<file path="src/wsd_pkg.sv">
// ----------------------------------------------------------------------------
// wsd_pkg: shared types and constants of the websocket frame deframer
// frame header codes, result kinds and the token that passes front to back
// ----------------------------------------------------------------------------
package wsd_pkg;

  // token queue between front and back
  localparam int FIFO_DEPTH = 4;
  localparam int FIFO_AW    = $clog2(FIFO_DEPTH);

  // frame header codes
  localparam logic [6:0] LEN_EXT16   = 7'd126;
  localparam logic [6:0] LEN_EXT64   = 7'd127;
  localparam logic [3:0] EXT16_BYTES = 4'd2;
  localparam logic [3:0] EXT64_BYTES = 4'd8;
  localparam logic [3:0] OPC_CLOSE   = 4'd8;

  // message field characters
  localparam logic [7:0] CHR_BAR   = 8'h7C;
  localparam logic [7:0] ENC_BYTES = 8'h31;
  localparam logic [7:0] ENC_WORDS = 8'h32;

  typedef enum logic [2:0] {
    KIND_ENC     = 3'd0,
    KIND_OPC     = 3'd1,
    KIND_ID      = 3'd2,
    KIND_DATA    = 3'd3,
    KIND_END     = 3'd4,
    KIND_CLOSE   = 3'd5,
    KIND_INVALID = 3'd6
  } kind_t;

  typedef enum logic [2:0] {
    HP_FIRST   = 3'd0,
    HP_LEN     = 3'd1,
    HP_EXTLEN  = 3'd2,
    HP_MASK    = 3'd3,
    HP_PAYLOAD = 3'd4
  } hdr_phase_t;

  typedef enum logic [1:0] {
    SEC_ENC  = 2'd0,
    SEC_OPC  = 2'd1,
    SEC_ID   = 2'd2,
    SEC_DATA = 2'd3
  } msg_section_t;

  // one classified event from the frame parser
  typedef struct packed {
    logic        has_byte;
    logic [7:0]  byte_val;
    logic        end_msg;
    logic        is_close;
    logic [15:0] close_code;
  } tok_t;

  typedef struct packed {
    kind_t       kind;
    logic [15:0] value;
  } result_t;

endpackage

</file>
<file path="src/wsd_in_if.sv">
// ----------------------------------------------------------------------------
// wsd_in_if: received byte channel
// valid/ready stream carrying one byte of the websocket stream per beat
// ----------------------------------------------------------------------------
interface wsd_in_if;
  logic       valid;
  logic       ready;
  logic [7:0] rx_byte;

  modport source (output valid, output rx_byte, input ready);
  modport sink (input valid, input rx_byte, output ready);
endinterface

</file>
<file path="src/wsd_out_if.sv">
// ----------------------------------------------------------------------------
// wsd_out_if: result channel
// valid/ready stream carrying one result kind and value per beat
// ----------------------------------------------------------------------------
interface wsd_out_if;
  logic        valid;
  logic        ready;
  logic [2:0]  result_kind;
  logic [15:0] result_value;

  modport source (output valid, output result_kind, output result_value, input ready);
  modport sink (input valid, input result_kind, input result_value, output ready);
endinterface

</file>
<file path="src/websocket_frame_deframer.sv">
// path: the token of an accepted byte is queued, then loaded into the registered
//   result stage, which drives the result beat
// throughput: one byte per cycle while the token queue has room; a byte giving
//   two results holds the back end for both beats, which the four-entry queue absorbs
// the single result register and a full token queue set the stall points
// reset: synchronous active-low rst_n returns the parser to the first header byte
// ----------------------------------------------------------------------------
// websocket_frame_deframer: client-to-server websocket frame deframer
// parses frame headers, unmasks payloads, joins continuation frames and
// splits each message into encoding, opcode, id and data results
// ----------------------------------------------------------------------------
module websocket_frame_deframer import wsd_pkg::*; (
  input logic             clk,
  input logic             rst_n,
  wsd_in_if.sink          in_bus,
  wsd_out_if.source       out_bus
);

  logic tok_valid;
  tok_t tok;
  logic q_ready;
  logic q_valid;
  tok_t q_tok;
  logic q_pop;
  logic pair_pending;

  // header parser and unmasker
  wsd_front u_front (
    .clk       (clk),
    .rst_n     (rst_n),
    .in_valid  (in_bus.valid),
    .in_ready  (in_bus.ready),
    .rx_byte   (in_bus.rx_byte),
    .tok_valid (tok_valid),
    .tok       (tok),
    .tok_ready (q_ready)
  );

  // token queue
  wsd_fifo u_fifo (
    .clk        (clk),
    .rst_n      (rst_n),
    .push_valid (tok_valid),
    .push_ready (q_ready),
    .push_tok   (tok),
    .pop_valid  (q_valid),
    .pop_ready  (q_pop),
    .pop_tok    (q_tok)
  );

  // message splitter and result stage
  wsd_back u_back (
    .clk          (clk),
    .rst_n        (rst_n),
    .tok_valid    (q_valid),
    .tok          (q_tok),
    .tok_pop      (q_pop),
    .out_valid    (out_bus.valid),
    .out_ready    (out_bus.ready),
    .result_kind  (out_bus.result_kind),
    .result_value (out_bus.result_value),
    .pair_pending (pair_pending)
  );

`ifndef NO_ASSERTIONS
  // a token with a second result still due stays at the queue head
  a_pair_has_token: assert property (@(posedge clk) disable iff (!rst_n)
    pair_pending |-> q_valid)
    else $error("second result pending with empty token queue");

  // the first of two results is on the channel when the pair opens
  a_pair_first_shown: assert property (@(posedge clk) disable iff (!rst_n)
    $rose(pair_pending) |-> out_bus.valid)
    else $error("pair opened without a result beat");

  // after reset the queue is empty and no result is offered
  a_reset_clean: assert property (@(posedge clk)
    !rst_n |=> (in_bus.ready && !out_bus.valid && !pair_pending))
    else $error("state not cleared by reset");
`endif

endmodule

</file>
<file path="src/wsd_front.sv">
// ----------------------------------------------------------------------------
// wsd_front: frame header parser and unmasker
// walks the frame header, unmasks payload bytes, gathers the close code and
// turns each byte into at most one token for the message back end
// ----------------------------------------------------------------------------
module wsd_front import wsd_pkg::*; (
  input  logic       clk,
  input  logic       rst_n,
  input  logic       in_valid,
  output logic       in_ready,
  input  logic [7:0] rx_byte,
  output logic       tok_valid,
  output tok_t       tok,
  input  logic       tok_ready
);

  hdr_phase_t  phase_r, phase_nxt;
  logic        final_r, final_nxt;
  logic [3:0]  opcode_r, opcode_nxt;
  logic [3:0]  len_left_r, len_left_nxt;
  logic [63:0] payload_left_r, payload_left_nxt;
  logic [31:0] mask_key_r, mask_key_nxt;
  logic [1:0]  mask_pos_r, mask_pos_nxt;
  logic [15:0] close_acc_r, close_acc_nxt;
  logic [1:0]  close_taken_r, close_taken_nxt;

  logic       take;
  logic       frame_end;
  logic [7:0] key_byte;
  logic [7:0] unmasked;
  logic [6:0] len7;

  assign take     = in_valid && tok_ready;
  assign in_ready = tok_ready;
  assign len7     = rx_byte[6:0];

  // mask key byte for this payload position, first key byte at the top
  always_comb begin
    case (mask_pos_r)
      2'd0:    key_byte = mask_key_r[31:24];
      2'd1:    key_byte = mask_key_r[23:16];
      2'd2:    key_byte = mask_key_r[15:8];
      default: key_byte = mask_key_r[7:0];
    endcase
  end

  assign unmasked = rx_byte ^ key_byte;

  // header walk and payload handling
  always_comb begin
    phase_nxt        = phase_r;
    final_nxt        = final_r;
    opcode_nxt       = opcode_r;
    len_left_nxt     = len_left_r;
    payload_left_nxt = payload_left_r;
    mask_key_nxt     = mask_key_r;
    mask_pos_nxt     = mask_pos_r;
    close_acc_nxt    = close_acc_r;
    close_taken_nxt  = close_taken_r;
    frame_end        = 1'b0;
    tok              = '0;

    if (take) begin
      case (phase_r)
        HP_LEN: begin
          mask_pos_nxt = 2'd0;
          if (len7 == LEN_EXT16) begin
            payload_left_nxt = '0;
            len_left_nxt     = EXT16_BYTES;
            phase_nxt        = HP_EXTLEN;
          end else if (len7 == LEN_EXT64) begin
            payload_left_nxt = '0;
            len_left_nxt     = EXT64_BYTES;
            phase_nxt        = HP_EXTLEN;
          end else begin
            payload_left_nxt = {57'd0, len7};
            phase_nxt        = HP_MASK;
          end
        end
        HP_EXTLEN: begin
          payload_left_nxt = {payload_left_r[55:0], rx_byte};
          len_left_nxt     = len_left_r - 4'd1;
          if (len_left_nxt == 4'd0) begin
            phase_nxt = HP_MASK;
          end
        end
        HP_MASK: begin
          mask_key_nxt = {mask_key_r[23:0], rx_byte};
          mask_pos_nxt = mask_pos_r + 2'd1;
          if (mask_pos_nxt == 2'd0) begin
            if (payload_left_r == 64'd0) begin
              frame_end = 1'b1;
            end else begin
              phase_nxt = HP_PAYLOAD;
            end
          end
        end
        HP_PAYLOAD: begin
          mask_pos_nxt = mask_pos_r + 2'd1;
          if (opcode_r[3]) begin
            // control frame: only a close frame keeps its first two bytes
            if (opcode_r == OPC_CLOSE && close_taken_r < 2'd2) begin
              close_acc_nxt   = {close_acc_r[7:0], unmasked};
              close_taken_nxt = close_taken_r + 2'd1;
            end
          end else begin
            tok.has_byte = 1'b1;
            tok.byte_val = unmasked;
          end
          payload_left_nxt = payload_left_r - 64'd1;
          // last payload byte of the frame
          if (payload_left_r == 64'd1) begin
            frame_end = 1'b1;
          end
        end
        default: begin
          final_nxt  = rx_byte[7];
          opcode_nxt = rx_byte[3:0];
          if (rx_byte[3:0] == OPC_CLOSE) begin
            close_acc_nxt   = '0;
            close_taken_nxt = 2'd0;
          end
          phase_nxt = HP_LEN;
        end
      endcase

      // end of frame: close code or end of a final data frame
      if (frame_end) begin
        phase_nxt = HP_FIRST;
        if (opcode_r[3]) begin
          if (opcode_r == OPC_CLOSE) begin
            tok.is_close    = 1'b1;
            tok.close_code  = (close_taken_nxt >= 2'd2) ? close_acc_nxt : 16'd0;
            close_acc_nxt   = '0;
            close_taken_nxt = 2'd0;
          end
        end else if (final_r) begin
          tok.end_msg = 1'b1;
        end
      end
    end
  end

  assign tok_valid = take && (tok.has_byte || tok.end_msg || tok.is_close);

  // state registers
  always_ff @(posedge clk) begin
    if (!rst_n) begin
      phase_r        <= HP_FIRST;
      final_r        <= 1'b0;
      opcode_r       <= '0;
      len_left_r     <= '0;
      payload_left_r <= '0;
      mask_key_r     <= '0;
      mask_pos_r     <= '0;
      close_acc_r    <= '0;
      close_taken_r  <= '0;
    end else begin
      phase_r        <= phase_nxt;
      final_r        <= final_nxt;
      opcode_r       <= opcode_nxt;
      len_left_r     <= len_left_nxt;
      payload_left_r <= payload_left_nxt;
      mask_key_r     <= mask_key_nxt;
      mask_pos_r     <= mask_pos_nxt;
      close_acc_r    <= close_acc_nxt;
      close_taken_r  <= close_taken_nxt;
    end
  end

endmodule

</file>
<file path="src/wsd_fifo.sv">
// ----------------------------------------------------------------------------
// wsd_fifo: token queue
// short first-in first-out queue that lets parser and back end stall apart
// ----------------------------------------------------------------------------
module wsd_fifo import wsd_pkg::*; (
  input  logic clk,
  input  logic rst_n,
  input  logic push_valid,
  output logic push_ready,
  input  tok_t push_tok,
  output logic pop_valid,
  input  logic pop_ready,
  output tok_t pop_tok
);

  tok_t               mem_r [FIFO_DEPTH];
  logic [FIFO_AW-1:0] wr_ptr_r, wr_ptr_nxt;
  logic [FIFO_AW-1:0] rd_ptr_r, rd_ptr_nxt;
  logic [FIFO_AW:0]   count_r, count_nxt;
  logic               push;
  logic               pop;

  assign push_ready = (count_r != (FIFO_AW+1)'(FIFO_DEPTH));
  assign pop_valid  = (count_r != '0);
  assign push       = push_valid && push_ready;
  assign pop        = pop_valid && pop_ready;
  assign pop_tok    = mem_r[rd_ptr_r];

  // pointer and level update
  always_comb begin
    wr_ptr_nxt = push ? wr_ptr_r + FIFO_AW'(1) : wr_ptr_r;
    rd_ptr_nxt = pop ? rd_ptr_r + FIFO_AW'(1) : rd_ptr_r;
    count_nxt  = count_r + (FIFO_AW+1)'(push) - (FIFO_AW+1)'(pop);
  end

  always_ff @(posedge clk) begin
    if (!rst_n) begin
      wr_ptr_r <= '0;
      rd_ptr_r <= '0;
      count_r  <= '0;
    end else begin
      wr_ptr_r <= wr_ptr_nxt;
      rd_ptr_r <= rd_ptr_nxt;
      count_r  <= count_nxt;
    end
  end

  // entry storage
  always_ff @(posedge clk) begin
    if (push) begin
      mem_r[wr_ptr_r] <= push_tok;
    end
  end

endmodule

</file>
<file path="src/wsd_back.sv">
// ----------------------------------------------------------------------------
// wsd_back: message splitter and result stage
// splits the joined message into encoding, opcode, id and data fields and
// drives the registered result channel, two beats for a two-result token
// ----------------------------------------------------------------------------
module wsd_back import wsd_pkg::*; (
  input  logic        clk,
  input  logic        rst_n,
  input  logic        tok_valid,
  input  tok_t        tok,
  output logic        tok_pop,
  output logic        out_valid,
  input  logic        out_ready,
  output logic [2:0]  result_kind,
  output logic [15:0] result_value,
  output logic        pair_pending
);

  msg_section_t section_r, section_nxt;
  logic [7:0]   enc_r, enc_nxt;
  logic         held_v_r, held_v_nxt;
  logic [7:0]   held_r, held_nxt;
  logic         pair_r, pair_nxt;
  logic         out_valid_r, out_valid_nxt;
  result_t      out_res_r, out_res_nxt;

  msg_section_t sec_mid;
  logic [7:0]   enc_mid;
  logic         held_v_mid;
  logic [7:0]   held_mid;
  logic [1:0]   res_cnt;
  result_t      res_a;
  result_t      res_b;
  logic         load_ok;
  logic         commit;
  logic         load;

  // results of the head token against the current message state
  always_comb begin
    sec_mid    = section_r;
    enc_mid    = enc_r;
    held_v_mid = held_v_r;
    held_mid   = held_r;
    res_cnt    = 2'd0;
    res_a      = '{kind: KIND_ENC, value: 16'd0};
    res_b      = '{kind: KIND_ENC, value: 16'd0};

    if (tok.has_byte) begin
      case (section_r)
        SEC_ENC: begin
          enc_mid = tok.byte_val;
          sec_mid = SEC_OPC;
          res_a   = '{kind: KIND_ENC, value: {8'd0, tok.byte_val}};
          res_cnt = 2'd1;
        end
        SEC_OPC: begin
          if (tok.byte_val == CHR_BAR) begin
            sec_mid = SEC_ID;
          end else begin
            res_a   = '{kind: KIND_OPC, value: {8'd0, tok.byte_val}};
            res_cnt = 2'd1;
          end
        end
        SEC_ID: begin
          if (tok.byte_val == CHR_BAR) begin
            sec_mid = SEC_DATA;
          end else begin
            res_a   = '{kind: KIND_ID, value: {8'd0, tok.byte_val}};
            res_cnt = 2'd1;
          end
        end
        default: begin
          if (enc_r == ENC_BYTES) begin
            res_a   = '{kind: KIND_DATA, value: {8'd0, tok.byte_val}};
            res_cnt = 2'd1;
          end else if (enc_r == ENC_WORDS) begin
            // big-endian 16-bit units: hold the high byte until its partner
            if (held_v_r) begin
              res_a      = '{kind: KIND_DATA, value: {held_r, tok.byte_val}};
              res_cnt    = 2'd1;
              held_v_mid = 1'b0;
              held_mid   = 8'd0;
            end else begin
              held_v_mid = 1'b1;
              held_mid   = tok.byte_val;
            end
          end
        end
      endcase
    end

    // close code of a close frame
    if (tok.is_close) begin
      if (res_cnt == 2'd0) begin
        res_a = '{kind: KIND_CLOSE, value: tok.close_code};
      end else begin
        res_b = '{kind: KIND_CLOSE, value: tok.close_code};
      end
      res_cnt = res_cnt + 2'd1;
    end

    // message end, or invalid when a field is left open
    if (tok.end_msg) begin
      if (res_cnt == 2'd0) begin
        res_a = '{kind: (sec_mid == SEC_DATA) ? KIND_END : KIND_INVALID, value: 16'd0};
      end else begin
        res_b = '{kind: (sec_mid == SEC_DATA) ? KIND_END : KIND_INVALID, value: 16'd0};
      end
      res_cnt    = res_cnt + 2'd1;
      sec_mid    = SEC_ENC;
      enc_mid    = 8'd0;
      held_v_mid = 1'b0;
      held_mid   = 8'd0;
    end
  end

  assign load_ok = !out_valid_r || out_ready;

  // token retire and result stage load
  always_comb begin
    commit      = 1'b0;
    load        = 1'b0;
    tok_pop     = 1'b0;
    pair_nxt    = pair_r;
    out_res_nxt = out_res_r;

    if (tok_valid) begin
      if (res_cnt == 2'd0) begin
        commit  = 1'b1;
        tok_pop = 1'b1;
      end else if (load_ok) begin
        load = 1'b1;
        if (res_cnt == 2'd1) begin
          out_res_nxt = res_a;
          commit      = 1'b1;
          tok_pop     = 1'b1;
        end else if (!pair_r) begin
          out_res_nxt = res_a;
          pair_nxt    = 1'b1;
        end else begin
          out_res_nxt = res_b;
          pair_nxt    = 1'b0;
          commit      = 1'b1;
          tok_pop     = 1'b1;
        end
      end
    end

    section_nxt = commit ? sec_mid : section_r;
    enc_nxt     = commit ? enc_mid : enc_r;
    held_v_nxt  = commit ? held_v_mid : held_v_r;
    held_nxt    = commit ? held_mid : held_r;

    if (load) begin
      out_valid_nxt = 1'b1;
    end else if (out_ready) begin
      out_valid_nxt = 1'b0;
    end else begin
      out_valid_nxt = out_valid_r;
    end
  end

  always_ff @(posedge clk) begin
    if (!rst_n) begin
      section_r   <= SEC_ENC;
      enc_r       <= '0;
      held_v_r    <= 1'b0;
      held_r      <= '0;
      pair_r      <= 1'b0;
      out_valid_r <= 1'b0;
    end else begin
      section_r   <= section_nxt;
      enc_r       <= enc_nxt;
      held_v_r    <= held_v_nxt;
      held_r      <= held_nxt;
      pair_r      <= pair_nxt;
      out_valid_r <= out_valid_nxt;
    end
  end

  // result payload
  always_ff @(posedge clk) begin
    out_res_r <= out_res_nxt;
  end

  assign out_valid    = out_valid_r;
  assign result_kind  = 3'(out_res_r.kind);
  assign result_value = out_res_r.value;
  assign pair_pending = pair_r;

endmodule

</file>
<file path="src/flat_wrapper.sv">
// flat-port wrapper written by rule: the top's interface ports become plain ports
module websocket_frame_deframer_flat import wsd_pkg::*;
  (clk, rst_n, in_bus_valid, in_bus_rx_byte, in_bus_ready, out_bus_valid, out_bus_result_kind, out_bus_result_value, out_bus_ready);
  wsd_in_if in_bus_i ();
  wsd_out_if out_bus_i ();
  input logic clk;
  input logic rst_n;
  input wire logic [$bits(in_bus_i.valid)-1:0] in_bus_valid;
  input wire logic [$bits(in_bus_i.rx_byte)-1:0] in_bus_rx_byte;
  output wire logic [$bits(in_bus_i.ready)-1:0] in_bus_ready;
  output wire logic [$bits(out_bus_i.valid)-1:0] out_bus_valid;
  output wire logic [$bits(out_bus_i.result_kind)-1:0] out_bus_result_kind;
  output wire logic [$bits(out_bus_i.result_value)-1:0] out_bus_result_value;
  input wire logic [$bits(out_bus_i.ready)-1:0] out_bus_ready;
  assign in_bus_i.valid = in_bus_valid;
  assign in_bus_i.rx_byte = in_bus_rx_byte;
  assign in_bus_ready = in_bus_i.ready;
  assign out_bus_valid = out_bus_i.valid;
  assign out_bus_result_kind = out_bus_i.result_kind;
  assign out_bus_result_value = out_bus_i.result_value;
  assign out_bus_i.ready = out_bus_ready;
  websocket_frame_deframer u_core (.clk(clk), .rst_n(rst_n), .in_bus(in_bus_i), .out_bus(out_bus_i));
endmodule
</file>
<file path="config.mk">
export PLATFORM = sky130hd
export DESIGN_NAME = websocket_frame_deframer_flat
export DESIGN_NICKNAME = d
export VERILOG_FILES = /design/src/wsd_pkg.sv /design/src/wsd_in_if.sv /design/src/wsd_out_if.sv /design/src/websocket_frame_deframer.sv /design/src/wsd_front.sv /design/src/wsd_fifo.sv /design/src/wsd_back.sv /design/src/flat_wrapper.sv
export SDC_FILE = /design/constraint.sdc
export NUM_CORES = 1
export LEC_CHECK = 0
export ABC_AREA = 1
export BUFFER_PORTS_ARGS = -buffer_cell sky130_fd_sc_hd__buf_4
export CORE_ASPECT_RATIO = 0.5
export CORE_UTILIZATION = 55
export DETAILED_ROUTE_END_ITERATION = 8
export PLACE_DENSITY = 0.78
export SLEW_MARGIN = 20
export SYNTH_ARGS = -nofsm -noshare
export SYNTH_HDL_FRONTEND = slang
export SYNTH_SLANG_ARGS = --single-unit
</file>
<file path="constraint.sdc">
create_clock -name clk -period 4.15 [get_ports clk]
set_clock_uncertainty 0.1 [all_clocks]
set_input_delay 0.83 -clock clk [delete_from_list [all_inputs] [get_ports clk]]
set_output_delay 0.83 -clock clk [all_outputs]
set_load 0.02 [all_outputs]
</file>
# After elaboration in Yosys (flattened, before gate mapping)
# Memory sizes are Yosys's and may differ from the RTL's. A register that Yosys moved wholly into a read port is not among the register bits.
# Cells that the tools add are included.
# W data, S select, Z words.
dict set report op_classes {
  n_lt_le_gt_ge 2
  mux 105
  eq_ne 26
  addsub 10
  reduce_logical 40
  bitwise 4
}
# op count
set op_table {}
lappend op_table {{$pmux W64 S3} 1}
lappend op_table {{$mux W19} 10}
lappend op_table {{$mux W16} 7}
lappend op_table {{$mux W18} 6}
lappend op_table {{$mux W8} 9}
lappend op_table {{$eq A64 B1 Y1 const B} 1}
lappend op_table {{$logic_not A64 Y1} 1}
lappend op_table {{$sub A64 B1 Y64 const B} 1}
lappend op_table {{$pmux W18 S3} 1}
lappend op_table {{$mux W17} 3}
lappend op_table {{$mux W1} 32}
lappend op_table {{$mux W2} 16}
lappend op_table {{$pmux W16 S2} 1}
lappend op_table {{$mux W27} 1}
lappend op_table {{$pmux W8 S3} 1}
lappend op_table {{$mux W9} 2}
lappend op_table {{$eq A8 B6 Y1 const B} 2}
lappend op_table {{$ne A3 B3 Y1 const B} 5}
lappend op_table {{$eq A7 B7 Y1 const B} 2}
lappend op_table {{$mux W7} 2}
lappend op_table {{$add A2 B1 Y2 const B} 6}
lappend op_table {{$logic_not A2 Y1} 6}
lappend op_table {{$mux W3} 4}
lappend op_table {{$pmux W3 S4} 1}
lappend op_table {{other kinds (34)} 66}
dict set report totals {
  memories 1
  out_inout_bits 21
  input_bits 12
  regBits 175
  ram_bits 108
  wordCells 208
}
# name depth width rd rd_ports_with_merged_regs wr line_no
set mem_list {}
lappend mem_list {u_core.u_fifo.mem_r 4 27 1 1 1 wsd_fifo.sv:16} ;# tok_t mem_r [FIFO_DEPTH];

# Longest topological paths before layout
# Gate-level depths: netlist of run 1.
dict set report depth {
  depth_word 18
  mapped_depth 26
  depth_no_buf 23
}

# Hierarchy
# A second synthesis of run 1 with hierarchy kept.
dict set report hier_totals {
  cells_unflattened 1944
  area_unflattened_um2 15139.5
}
# mod seq_area_each_um2 n_inst cells_each area_per_inst_um2
set modules_own_cells {}
lappend modules_own_cells {wsd_front 2562.5 1 1343 8501.9}
lappend modules_own_cells {wsd_fifo 3423.3 1 326 4541.9}
lappend modules_own_cells {wsd_back 991.0 1 275 2095.8}

# Least setup slack after synthesis of run 1
# No wires, ideal clock.
dict set report synth_path {
  kind {flip-flop to flip-flop}
  start {register with a tool-made name}
  end {register u_core.u_fifo.count_r[2]}
  n_path_buf 4
  t_arrival_ns 3.531
  synth_period_minus_slack_ns 3.759
  path_stages_with_launch 25
  slack_ns 0.391
  setup_time_ns 0.128
  required_time_ns 3.922
  path_cell_list {dfxtp_1 buf_6 inv_4 buf_6 nand3_2 nand2_1 nand2_1 nor2_4 nand2_4 nand2_2 nand2_2 nand2_4 inv_2 buf_2 fa_1 inv_1 nand3b_1 nand2_2 buf_4 ha_1 inv_1 ha_1 fa_1 xnor2_1 nor2_1}
}
# item line_no
set synth_lines {}
lappend synth_lines {{end signal, assigned} wsd_fifo.sv:44} ;# count_r <= count_nxt;
lappend synth_lines {{end, declared} wsd_fifo.sv:19} ;# logic [FIFO_AW:0] count_r, count_nxt;

==> out/summary.txt, run 1 <==
outcome: completed
Total GRT Usage: 0.272
R2R depth: 20
post-synth top area cell: edfxtp_1
clk_lat worst skew: 0.55 ns
die height: 120 microns
Slew Limit Headroom: 0.459
final hold vios: 0
Worst-Margin Slew: 0.811 ns
TritonCTS buffer count: 26
max-slew violation count: 0
initial antenna violation count: 0
DR pass1 iterations: 6
M2 GR Usage: 0.423
VDD IR-drop max: 521 uV
RSZ-0062 raised after global routing: false
Achievable Freq: 258 MHz
Post-Syn Area per Cell: 7.65 sq um
post-route DRC violation count: 0
initial core utilization: 0.569
post-route ant nets: 0
arrival time worst endpoint: 4.21 ns
TritonCTS clock tree: yes
Worst Setup Path Type: register to register
RR Endpoint: u_core.u_fifo.count_r[2]
FP Rows: 42
most frequent cells in the layout: 390 x nand2_1, 253 x nor2_1, 242 x a21oi_1
Post-CTS Hold Fix Bufs: 0
Synth Register Bits: 285
vias in the first global route: 12000
sequential-to-total area share from yosys stat: 0.457
DP Wirelength: 26200 microns
GPL Wtd Cong: 0.950
largest net degree at the start of global routing: 77
CP Data Required Time: 4.49 ns
Vias/cell: 5.72
Mapped Cells: 1996
post-synth top area share: 0.250
per-cell routed wire length: 16.2 microns
EDFF count, synth: 127
final worst setup slack: 0.279 ns
Synth Flop Type: dfxtp_1
dpl ws: 0.194 ns
Post-synth ARST share: 0
first-pass GRT wire length: 62500 microns
grt ovf: 0
IO Count: 33
CTS root buffer: clkbuf_16
fin crit period: 3.87 ns
Synth Cell Area: 0.0153 sq mm
PortBufs: 32
# setup viols final: 0
fraction of layout cells with a size suffix above 1: 0.0945
CTS sink cnt: 285
TNS Setup: 0 ns
Max Cap Violations: 0
most used routing layer: met2
Die Wd: 238 microns
Syn Nets: 2033
YS warnings: 0
Clk pin slew, worst setup/hold paths: 0.07 ns
Worst setup EP type: register
worst setup path endpoint: u_core.u_fifo.count_r[2]
Lkg Pwr: 0.00647 uW
crit share post-route: 0.933
Area Growth Syn to Fin: 8.67%
Critical Path Source Type: register
Core Region: 0.0269 sq mm
flop2flop setup slack: 0.28 ns
post-cts sizing count: 0
postcts setup bufs: 0
DRT iter0 DRCs: 1549
met1 Usage GRT: 0.400
Distinct cells, synth: 53
most common cell after layout, fill and taps aside: nand2_1
Synth area leaders: edfxtp_1 25%, dfxtp_1 21%, nand2_1 9.6%
met3 Use GR: 0.0423
H-tree depth: 1
vias post-DR: 13600
pwr/cell area: 776 mW/mm^2
Die ar.: 0.0285 sq mm
Final Net Count: 2028
drt total wl: 38600 microns
# diodes: 0
CTS Buffer Depth: 3
Hold WC Path Type: register to register
crit path max fanout: 23
-- critical path, stage by stage (launching register included) --
cell and delay (ns):
dfxtp_1 0.50, buf_4 0.23, nand3_1 0.10, nand2_2 0.13, nand2_2 0.08, nor2_4 0.13, nand2_4 0.09, nand2_2 0.07
nand2_2 0.08, nand2_8 0.16, inv_2 0.17, fa_1 0.58, inv_1 0.06, nand3b_1 0.09, nand2_2 0.06, ha_1 0.26
inv_1 0.04, ha_1 0.21, fa_1 0.42, xnor2_1 0.16, nor2_1 0.05
-- how the worst min path moves through the flow --
stage | start | to | slack (ns) | cells after the start
2_1_floorplan | u_core.u_fifo.rd_ptr_r[1] | register | 0.34 | 2
3_5_place_dp | u_core.u_back.held_r[6] | u_core.u_back.held_r[6] | 0.35 | 2
6_report | u_core.u_back.held_r[6] | u_core.u_back.held_r[6] | 0.36 | 2
4_1_cts | u_core.u_back.held_r[6] | u_core.u_back.held_r[6] | 0.36 | 2
3_3_place_gp | u_core.u_back.held_r[6] | u_core.u_back.held_r[6] | 0.35 | 2
5_1_grt | u_core.u_back.held_r[6] | u_core.u_back.held_r[6] | 0.38 | 2
-- cells in the mapped netlist (13+ instances only) --
master,instances
a21oi_1,242
buf_2,13
clkbuf_1,53
dfxtp_1,158
edfxtp_1,127
ha_1,23
inv_1,154
nand2_1,392
nand2_2,20
nand3_1,154
nand3b_1,27
nand4_1,43
nor2_1,257
nor3_1,17
o211ai_1,21
o21ai_0,137
o22ai_1,16
or2_2,16
-- per-stage QoR --
step,hold WS [ns],power [uW],area [sq um],utilization,cells
6_report,0.360,12900,16600,0.618,2385
5_1_grt,0.381,13800,16600,0.618,2385
4_1_cts,0.363,12800,16600,0.617,2385
3_5_place_dp,0.354,10300,15700,0.586,2337
3_3_place_gp,0.350,10200,15700,0.586,2337
2_1_floorplan,0.336,8840,15300,-,1996
-- flip-flops by register name (all words and copies together) (netlist names), named ones only --
register / cells
u_core.u_back.enc_r: 8
u_core.u_back.held_r: 8
u_core.u_back.held_v_r: 1
u_core.u_back.out_valid: 1
u_core.u_back.pair_pending: 1
u_core.u_back.result_kind: 3
u_core.u_back.result_value: 16
u_core.u_back.section_r: 2
u_core.u_fifo.count_r: 3
u_core.u_fifo.mem_r: 108
u_core.u_fifo.rd_ptr_r: 2
u_core.u_fifo.wr_ptr_r: 2
u_core.u_front.close_acc_r: 16
u_core.u_front.close_taken_r: 2
u_core.u_front.final_r: 1
u_core.u_front.len_left_r: 4
u_core.u_front.mask_key_r: 32
u_core.u_front.mask_pos_r: 2
u_core.u_front.opcode_r: 4
u_core.u_front.payload_left_r: 64
u_core.u_front.phase_r: 3
-- cell families after synthesis --
group | synth area share
xor gates and xnor gates | 0.00631
DFF | 0.457
buffers and inverters | 0.0732
AOI/OAI and AO/OA | 0.161
and+or+nand+nor | 0.282
adders and majority gates | 0.0215
-- cell type report --
type                    instances  area, sq um
flip-flops and latches        285         6980
fillers                      2331        10300
multi-input cells            1449         7210
well taps                     374          468
repair buffers                 60          450
inverters                     169          639
clock buffers                  31          669
clock inverters                17          180
-- where the power goes --
part,switching (uW),internal [uW]
registers,519,3560
logic,4460,1900
clock network,1080,1350
-- routing by layer --
metal	share of wire	wire, microns
met4	0.019	727
met5	0	0
met2	0.44	17100
met1	0.45	17400
met3	0.086	3340
Note: power is estimated with default switching activity, not from simulation.
==> inputs of run 2 (changes only) <==
- CORE_UTILIZATION: 55 -> 25
- PLACE_DENSITY: 0.78 -> 0.36
==> run 2 against run 1 <==
Effect of this change: die area up 120%; worst setup slack better by 0.13 ns; power up 6.9%; clock power up 20%; utilization down 33 points; routed wire length up 32%; register-to-register slack better by 0.13 ns; critical endpoint unchanged; largest cell class unchanged; highest routed layer is now met5.
==> out/summary.txt, run 2 (same netlist as run 1, synthesis figures left out) <==
biggest regs: u_core.u_fifo.mem_r (108), u_core.u_front.payload_left_r (64), u_core.u_front.mask_key_r (32)
PortBufs: 32
Clk pin slew, worst setup/hold paths: 0.06 ns
DP Wirelength: 35000 microns
Cell Area, Placed: 0.0164 sq mm
WL met2: 21800 microns
met3 WL: 1710 microns
CTS Buffer Depth: 3
postcts setup bufs: 0
clk_lat worst skew: 0.61 ns
Reg with most FFs: u_core.u_fifo.mem_r
H-tree depth: 1
Util after Layout: 0.291
GPL Wtd Cong: 0.796
vias post-DR: 13400
TritonCTS clock tree: yes
Die ar.: 0.0621 sq mm
final std cells w/o fill: 2844
Final Net Count: 2043
fraction of layout cells with a size suffix above 1: 0.103
first-pass GRT wire length: 80100 microns
Achievable Freq: 267 MHz
crit path max fanout: 23
drt total wl: 51000 microns
Post-CTS Hold Fix Bufs: 0
Critical Path Source Type: register
CTS sink cnt: 285
CTS root buffer: clkbuf_16
crit share post-route: 0.902
Lkg Pwr: 0.00663 uW
initial core utilization: 0.255
FP Rows: 63
TNS Setup: 0 ns
Worst setup EP type: register
IO Count: 33
pwr/cell area: 791 mW/mm^2
largest net degree at the start of global routing: 77
RSZ-0062 raised after global routing: false
post-cts sizing count: 0
final hold vios: 0
Worst Setup Path Type: register to register
CP Data Required Time: 4.54 ns
Slew Limit Headroom: 0.367
WL met1: 26500 microns
max-slew violation count: 0
post-route ant nets: 0
Vias/cell: 4.71
Pwr Total: 13800 uW
Max Cap Violations: 0
dpl cells: 2785
design area: 0.0174 sq mm
most frequent cells in the layout: 391 x nand2_1, 253 x nor2_1, 242 x a21oi_1
per-cell routed wire length: 17.9 microns
DRT iter0 DRCs: 822
max reg flops: 108
grt ovf: 0
vias in the first global route: 13200
initial antenna violation count: 1
min-delay src: u_core.u_back.held_r[6]
Worst-Margin Slew: 0.950 ns
VDD IR-drop max: 376 uV
post-route DRC violation count: 0
die height: 177 microns
# setup viols final: 0
Core Region: 0.0598 sq mm
fin crit period: 3.75 ns
outcome: completed
highest routed layer: met5
Die Wd: 352 microns
Hold WC Path Type: register to register
arrival time worst endpoint: 4.14 ns
most common cell after layout, fill and taps aside: nand2_1
DR pass1 iterations: 5
Total GRT Usage: 0.167
Area Growth Syn to Fin: 13.9%
TritonCTS buffer count: 31
[run 2: changes by cell type in the layout (fill, tap and decap cells not counted), sizes merged]
cell / before / now
diode: 0 / 1
clkinvlp: 5 / 3
buf: 60 / 70
clkbuf: 31 / 37
inv: 166 / 168
clkinv: 12 / 16
[run 2: cell type report]
class | count | area, sq um
Timing Repair Buffer | 70 | 526
Sequential cell | 285 | 6980
Fill cell | 6486 | 42400
Clock inverter | 21 | 206
Tap cell | 812 | 1020
Multi-Input combinational cell | 1449 | 7200
Antenna cell | 1 | 2.50
Inverter | 169 | 637
Clock buffer | 37 | 838
[run 2: per-layer routing]
layer / vias up / track usage
met5: - / 0
met4: 2 / 0.0364
met3: 58 / 0.0236
met2: 191 / 0.253
met1: 6335 / 0.248
li1: 6799 / -
[run 2: path summary, 6_finish.rpt]
check / cells after the start / slack, ns / end
worst min register to register: 2 / 0.36 / u_core.u_back.held_r[6]
worst min-delay path: 2 / 0.36 / u_core.u_back.held_r[6]
worst max register to register: 21 / 0.40 / u_core.u_fifo.count_r[2]
worst max-delay path: 21 / 0.40 / u_core.u_fifo.count_r[2]
[run 2: power breakdown]
part           internal, uW  leakage (uW)  switching, uW  total, uW
Sequential             3570       0.00240            524       4090
Clock                  1640      0.000516           1280       2910
Combinational          1930       0.00371           4830       6760
[run 2: per-stage QoR]
step	hold slack [ns]	setup slack [ns]
6_report	0.364	0.405
5_1_grt	0.381	0.0264
4_1_cts	0.366	0.373
3_5_place_dp	0.357	0.381
3_3_place_gp	0.355	0.425
2_1_floorplan	0.336	0.391
[run 2: worst max-delay path, stage by stage (launching register included)]
cell      delay [ns]
dfxtp_2         0.46
inv_2           0.21
nand2_1         0.10
nand3_1         0.09
nand2_1         0.15
nand2_1         0.11
nor2_4          0.15
nand2_4         0.10
nand2_2         0.07
nand2_2         0.06
nand2_4         0.07
inv_2           0.04
fa_1            0.55
inv_1           0.06
nand3b_1        0.09
nand2_2         0.08
ha_1            0.28
inv_1           0.04
ha_1            0.20
fa_1            0.40
xnor2_1         0.17
nor2_1          0.05
